==> src/lvm_pkg.sv <==
// Shared constants for the lookat view-matrix pipeline.
// No dependencies; used by lvm_norm, lvm_unit and lookat_view_matrix.
package lvm_pkg;

  // Magnitude width that a vector is scaled to before its length is taken.
  localparam int SCALE_BITS = 31;
  // The sum of three squared scaled magnitudes fits in this width.
  localparam int SQ_W = 64;
  // One result bit of the integer square root per pipeline stage.
  localparam int SQ_STEPS = SQ_W / 2;

endpackage

==> src/lvm_norm.sv <==
// Vector scaling stage pair: bit length of the largest magnitude, then a shift
// that leaves exactly lvm_pkg::SCALE_BITS bits. Depends on lvm_pkg.
module lvm_norm #(
  parameter int MW  = 33,
  parameter int SBW = 1
) (
  input  logic                          clk,
  input  logic                          rst,
  input  logic                          en,
  input  logic                          vin,
  input  logic [2:0]                    neg_in,
  input  logic [MW-1:0]                 mag_in [3],
  input  logic [SBW-1:0]                sb_in,
  output logic                          vout,
  output logic                          zero,
  output logic [2:0]                    neg_out,
  output logic [lvm_pkg::SCALE_BITS-1:0] sc_out [3],
  output logic [SBW-1:0]                sb_out
);

  localparam int SB  = lvm_pkg::SCALE_BITS;
  localparam int BLW = $clog2(MW + 1);
  localparam int XW  = MW + SB;

  logic [MW-1:0]  any_bits;
  logic [BLW-1:0] bl_next;
  logic           v1;
  logic [BLW-1:0] bl;
  logic [2:0]     neg1;
  logic [MW-1:0]  mag1 [3];
  logic [SBW-1:0] sb1;
  logic [XW-1:0]  wide [3];

  // The bit length of the largest magnitude equals that of the OR of all three.
  always_comb begin
    any_bits = mag_in[0] | mag_in[1] | mag_in[2];
    bl_next  = '0;
    for (int i = 0; i < MW; i++) begin
      if (any_bits[i]) begin
        bl_next = BLW'(i + 1);
      end
    end
  end

  always_ff @(posedge clk) begin
    if (rst) begin
      v1 <= 1'b0;
    end else if (en) begin
      v1 <= vin;
    end
    if (en) begin
      bl   <= bl_next;
      neg1 <= neg_in;
      mag1 <= mag_in;
      sb1  <= sb_in;
    end
  end

  // Shifting up by SB and down by the bit length covers both directions.
  always_comb begin
    for (int i = 0; i < 3; i++) begin
      wide[i] = ({{SB{1'b0}}, mag1[i]} << SB) >> bl;
    end
  end

  always_ff @(posedge clk) begin
    if (rst) begin
      vout <= 1'b0;
    end else if (en) begin
      vout <= v1;
    end
    if (en) begin
      zero    <= (bl == '0);
      neg_out <= neg1;
      sb_out  <= sb1;
      for (int i = 0; i < 3; i++) begin
        sc_out[i] <= wide[i][SB-1:0];
      end
    end
  end

endmodule

==> config.mk <==
export PLATFORM = sky130hd
export DESIGN_NAME = lvm_norm
export DESIGN_NICKNAME = d
export VERILOG_FILES = /design/src/lvm_pkg.sv /design/src/lvm_norm.sv
export SDC_FILE = /design/constraint.sdc
export NUM_CORES = 1
export LEC_CHECK = 0
export BUFFER_PORTS_ARGS = -buffer_cell sky130_fd_sc_hd__buf_4
export CAP_MARGIN = 20
export CORE_MARGIN = 5
export CORE_UTILIZATION = 40
export DETAILED_ROUTE_END_ITERATION = 6
export PLACE_DENSITY = 0.71
export SETUP_SLACK_MARGIN = 0.15
export SLEW_MARGIN = 25
export SYNTH_ARGS = -nofsm -noshare
export SYNTH_HDL_FRONTEND = slang
export SYNTH_SLANG_ARGS = --single-unit
==> constraint.sdc <==
create_clock -name clk -period 2.26 [get_ports clk]
set_input_delay 0.452 -clock clk [delete_from_list [all_inputs] [get_ports clk]]
set_output_delay 0.452 -clock clk [all_outputs]
set_load 0.05 [all_outputs]
==> insert_results.sql <==
INSERT INTO impl_metrics (metric_group, metric, value, unit) VALUES
('cts', 'number_of_buffers_created_by_cts', '23', ''),
('route', 'firstDrtPassIters', '6', ''),
('cells_and_area', 'final_core_util', '0.555', ''),
('route', 'drc', '0', ''),
('worst_setup_path', 'cp_data_arrival_time', '2720', 'ps'),
('placed_design', 'dpl_worst_slack', '-280', 'ps'),
('cells_and_area', 'finalNonFillerCells', '1845', ''),
('sta', 'fmax', '410', 'MHz'),
('cells_and_area', 'antenna_cells', '0', ''),
('global_routing', 'initial_antenna_violation_count', '0', ''),
('synth', 'yosysUniqueCellTypes', '62', ''),
('sta', 'finalCriticalPeriod', '2440', 'ps'),
('synth', 'synth.top_cell.area_share', '0.469', ''),
('power', 'pnr_total_power', '13.2', 'mW'),
('cts', 'cts_tree', 'yes', ''),
('global_routing', 'grt.total_usage', '0.251', ''),
('global_routing', 'grt_start_max_net_pins', '86', ''),
('synth', 'synth_sequential_area_ratio', '0.472', ''),
('power', 'power.static_leakage', '6.86', 'nW'),
('route', 'initialDrtViolationCount', '1328', ''),
('synth', 'synth_nets', '1174', ''),
('route', 'detailroute.via_count', '11400', ''),
('synth', 'postSynthCellCount', '1067', ''),
('floorplanning', 'die_width', '192', 'um'),
('route', 'route.antenna.remaining_nets', '0', ''),
('sta', 'worst_pin_slew', '545', 'ps'),
('sta', 'timing.max_slew.rel_slack', '0.627', ''),
('sta', 'final_critical_path_setup_slack', '-177', 'ps'),
('cells_and_area', 'area.growth.synth_to_final', '36.4', '%'),
('sta', 'hold_viol_final', '0', ''),
('worst_setup_path', 'crit_path_end_kind', 'flop', ''),
('placed_design', 'port-buffer-count', '205', ''),
('cts', 'cts_htree_levels', '1', ''),
('floorplanning', 'core_area', '32600', 'sq um'),
('floorplanning', 'i_o_pin_cnt', '206', ''),
('synth', 'syn-mean-instance-area', '12.4', 'sq um'),
('sta', 'setup_repair_after_global_routing_missed_its_margin', 'yes', ''),
('cts', 'root_buffer_master', 'sky130_fd_sc_hd__clkbuf_16', ''),
('route', 'routed_wire_length_per_instance', '26.0', 'um'),
('route', 'routed_wl', '48.0', 'mm'),
('global_routing', 'grt_pass1_wl', '70.4', 'mm'),
('global_routing', 'globalRouteOverflowTotal', '0', ''),
('worst_setup_path', 'worst-endpoint-required', '2540', 'ps'),
('min_path', 'min-delay-path-class', 'input pin to flop', ''),
('power', 'power_density', '731', 'nW/um^2'),
('global_routing', 'first_global_vias', '10900', ''),
('cts', 'clock_sink_count', '209', ''),
('status', 'run_status', 'finished with violations', ''),
('worst_setup_path', 'critical_path.max_fanout', '10', ''),
('synth', 'mappedNetlistArea', '13300', 'sq um'),
('route', 'viasPerCell', '6.18', ''),
('synth', 'synth.ff_latch_count', '209', ''),
('placed_design', 'placedCellCount', '1781', ''),
('synth', 'async_reset_ff_frac', '0', ''),
('synth', 'synthTopCellsByArea', 'sky130_fd_sc_hd__edfxtp_1 (47%), sky130_fd_sc_hd__mux4_2 (15%), sky130_fd_sc_hd__mux2i_1 (5.6%)', ''),
('synth', 'yosysWarnings', '0', ''),
('floorplanning', 'floorplan.die_area', '36900', 'sq um'),
('floorplanning', 'start_util', '0.407', ''),
('power', 'largest_vdd_supply_drop', '0.000688', 'V'),
('sta', 'worst_hold_slack', '82.6', 'ps'),
('cts', 'clk_latency', '530', 'ps'),
('synth', 'synth_largest_area_cell', 'sky130_fd_sc_hd__edfxtp_1', ''),
('floorplanning', 'die_height', '192', 'um'),
('sta', 'finalSetupViolations', '90', ''),
('cells_and_area', 'design.final.nets', '1493', ''),
('worst_setup_path', 'worstSetupStartpointType', 'flop', ''),
('floorplanning', 'rows', '66', ''),
('cts', 'clk_pin_slew', '60', 'ps'),
('placed_design', 'place_hpwl', '37.7', 'mm'),
('sta', 'layout_worst_path_cycle_share', '1.08', ''),
('cells_and_area', 'layout_cells_sized_above_1', '0.475', ''),
('placed_design', 'finalWeightedCongestion', '1.01', ''),
('status', 'violations_in_the_final_reports', 'negative setup slack', ''),
('synth', 'dominantRegCellSynth', 'sky130_fd_sc_hd__edfxtp_1', ''),
('worst_setup_path', 'timing.setup.critical_path_class', 'flop to flop', ''),
('cts', 'cts.path.max_buffers', '3', ''),
('sta', 'final.setup_skew', '12.5', 'ps'),
('sta', 'maxSlewViolCount', '0', ''),
('job', 'max_cap_viol_count', '0', ''),
('synth', 'synth_edf_count', '207', '');
[per-layer routing]
layer | share of wire | global-route usage | vias to the layer above
met3 | 0.094 | 0.0383 | 86
met1 | 0.43 | 0.374 | 5603
met2 | 0.45 | 0.389 | 723
li1 | - | - | 4981
met4 | 0.027 | 0.0598 | 0
met5 | 0 | 0 | -
[report_power, final]
group | total [mW] | internal [mW] | switching, mW
logic | 4.32 | 1.88 | 2.44
registers | 4.96 | 4.69 | 0.271
clock network | 3.95 | 2.42 | 1.52
total | 13.2 | 8.99 | 4.23
[timing repair]
action / 4_1_cts / 5_1_grt
endpoints found under the setup margin: 93 / 93
hold buffers: 0 / 0
endpoints found under the hold margin: 0 / 0
gates resized for setup: 80 / 86
pin swaps: 3 / 6
buffers inserted: 4 / 14
gates cloned: 1 / 3
[metrics by stage]
| step | setup TNS (ps) | area [sq um] |
|---|---|---|
| finish | -6190 | 18100 |
| global route | -11670 | 18100 |
| CTS | -2420 | 17500 |
| detailed placement | -6990 | 16300 |
| global placement | -5140 | 16300 |
| floorplan | 0 | 13300 |
[final timing paths]
kind                        from                   end  slack (ps)  depth (start not counted)
max reg2reg  bl[0]$_SDFFCE_PP1P_   sc_out[4]$_DFFE_PP_        -180                          9
min                          rst       v1$_SDFFE_PP0P_          80                          2
max          bl[0]$_SDFFCE_PP1P_   sc_out[4]$_DFFE_PP_        -180                          9
min reg2reg    neg1[1]$_DFFE_PP_  neg_out[1]$_DFFE_PP_         420                          0
[critical path, stage by stage (launching register included)]
cell	delay [ps]
sky130_fd_sc_hd__edfxtp_1	370
sky130_fd_sc_hd__buf_12	160
sky130_fd_sc_hd__buf_16	140
sky130_fd_sc_hd__buf_4	150
sky130_fd_sc_hd__mux4_2	530
sky130_fd_sc_hd__a21oi_2	180
sky130_fd_sc_hd__buf_4	150
sky130_fd_sc_hd__and2_0	150
sky130_fd_sc_hd__o32ai_2	130
sky130_fd_sc_hd__a21o_1	220
[sequential cells by signal, indices dropped and copies added, names as in the netlist]
register / flops
mag1: 99
sc_out: 93
bl: 6
neg1: 3
neg_out: 3
sb1: 1
sb_out: 1
v1: 1
vout: 1
zero: 1
[cell type report]
class | instances | area [sq um]
Timing Repair Buffer | 386 | 3320
Multi-Input combinational cell | 760 | 7140
Sequential cell | 209 | 6260
Tap cell | 442 | 553
Clock buffer | 25 | 583
Inverter | 6 | 22.5
Clock inverter | 17 | 206
Fill cell | 2674 | 14500
[synth_stat cells, drive strengths merged, types with 2 or more instances]
| library cell | count |
|---|---|
| o21a | 12 |
| and3 | 11 |
| a31o | 3 |
| a211oi | 6 |
| o22ai | 38 |
| a2bb2oi | 6 |
| nor2 | 37 |
| edfxtp | 207 |
| buf | 47 |
| a31oi | 12 |
| nand2b | 5 |
| inv | 4 |
| nand4 | 3 |
| or3 | 22 |
| and2 | 6 |
| nand3 | 20 |
| o211ai | 18 |
| o32ai | 4 |
| a21o | 11 |
| dfxtp | 2 |
| nor3 | 35 |
| nor2b | 10 |
| nand2 | 98 |
| o41ai | 2 |
| o311ai | 2 |
| clkinv | 2 |
| clkbuf | 45 |
| o31ai | 6 |
| o22a | 11 |
| mux2 | 55 |
| a221oi | 2 |
| o221ai | 18 |
| and4b | 3 |
| o21bai | 5 |
| mux4 | 91 |
| o32a | 3 |
| mux2i | 74 |
| a22o | 3 |
| a21oi | 50 |
| o21ai | 65 |
| nand4b | 2 |
[cells in the final DEF (no fill, tap or decap), drive strengths merged, types with 10 or more instances in the layout]
cell type	n
o22a	11
buf	382
edfxtp	207
and3	11
o21a	12
a21oi	50
mux2i	74
nand3	20
or3	22
nor2b	10
o21ai	65
clkinv	12
mux4	91
nor2	37
nand2	98
a21o	11
o211ai	18
clkbuf	29
a31oi	12
mux2	55
nor3	35
o22ai	38
o221ai	18
[cell families after synthesis]
| family | after synthesis | share of synthesized area |
|---|---|---|
| mux | 220 | 0.257 |
| compound gates | 281 | 0.139 |
| flops | 209 | 0.472 |
| buf+inv | 98 | 0.0381 |
| simple gates | 259 | 0.0942 |
No activity file was read; power rests on OpenSTA's default activity.
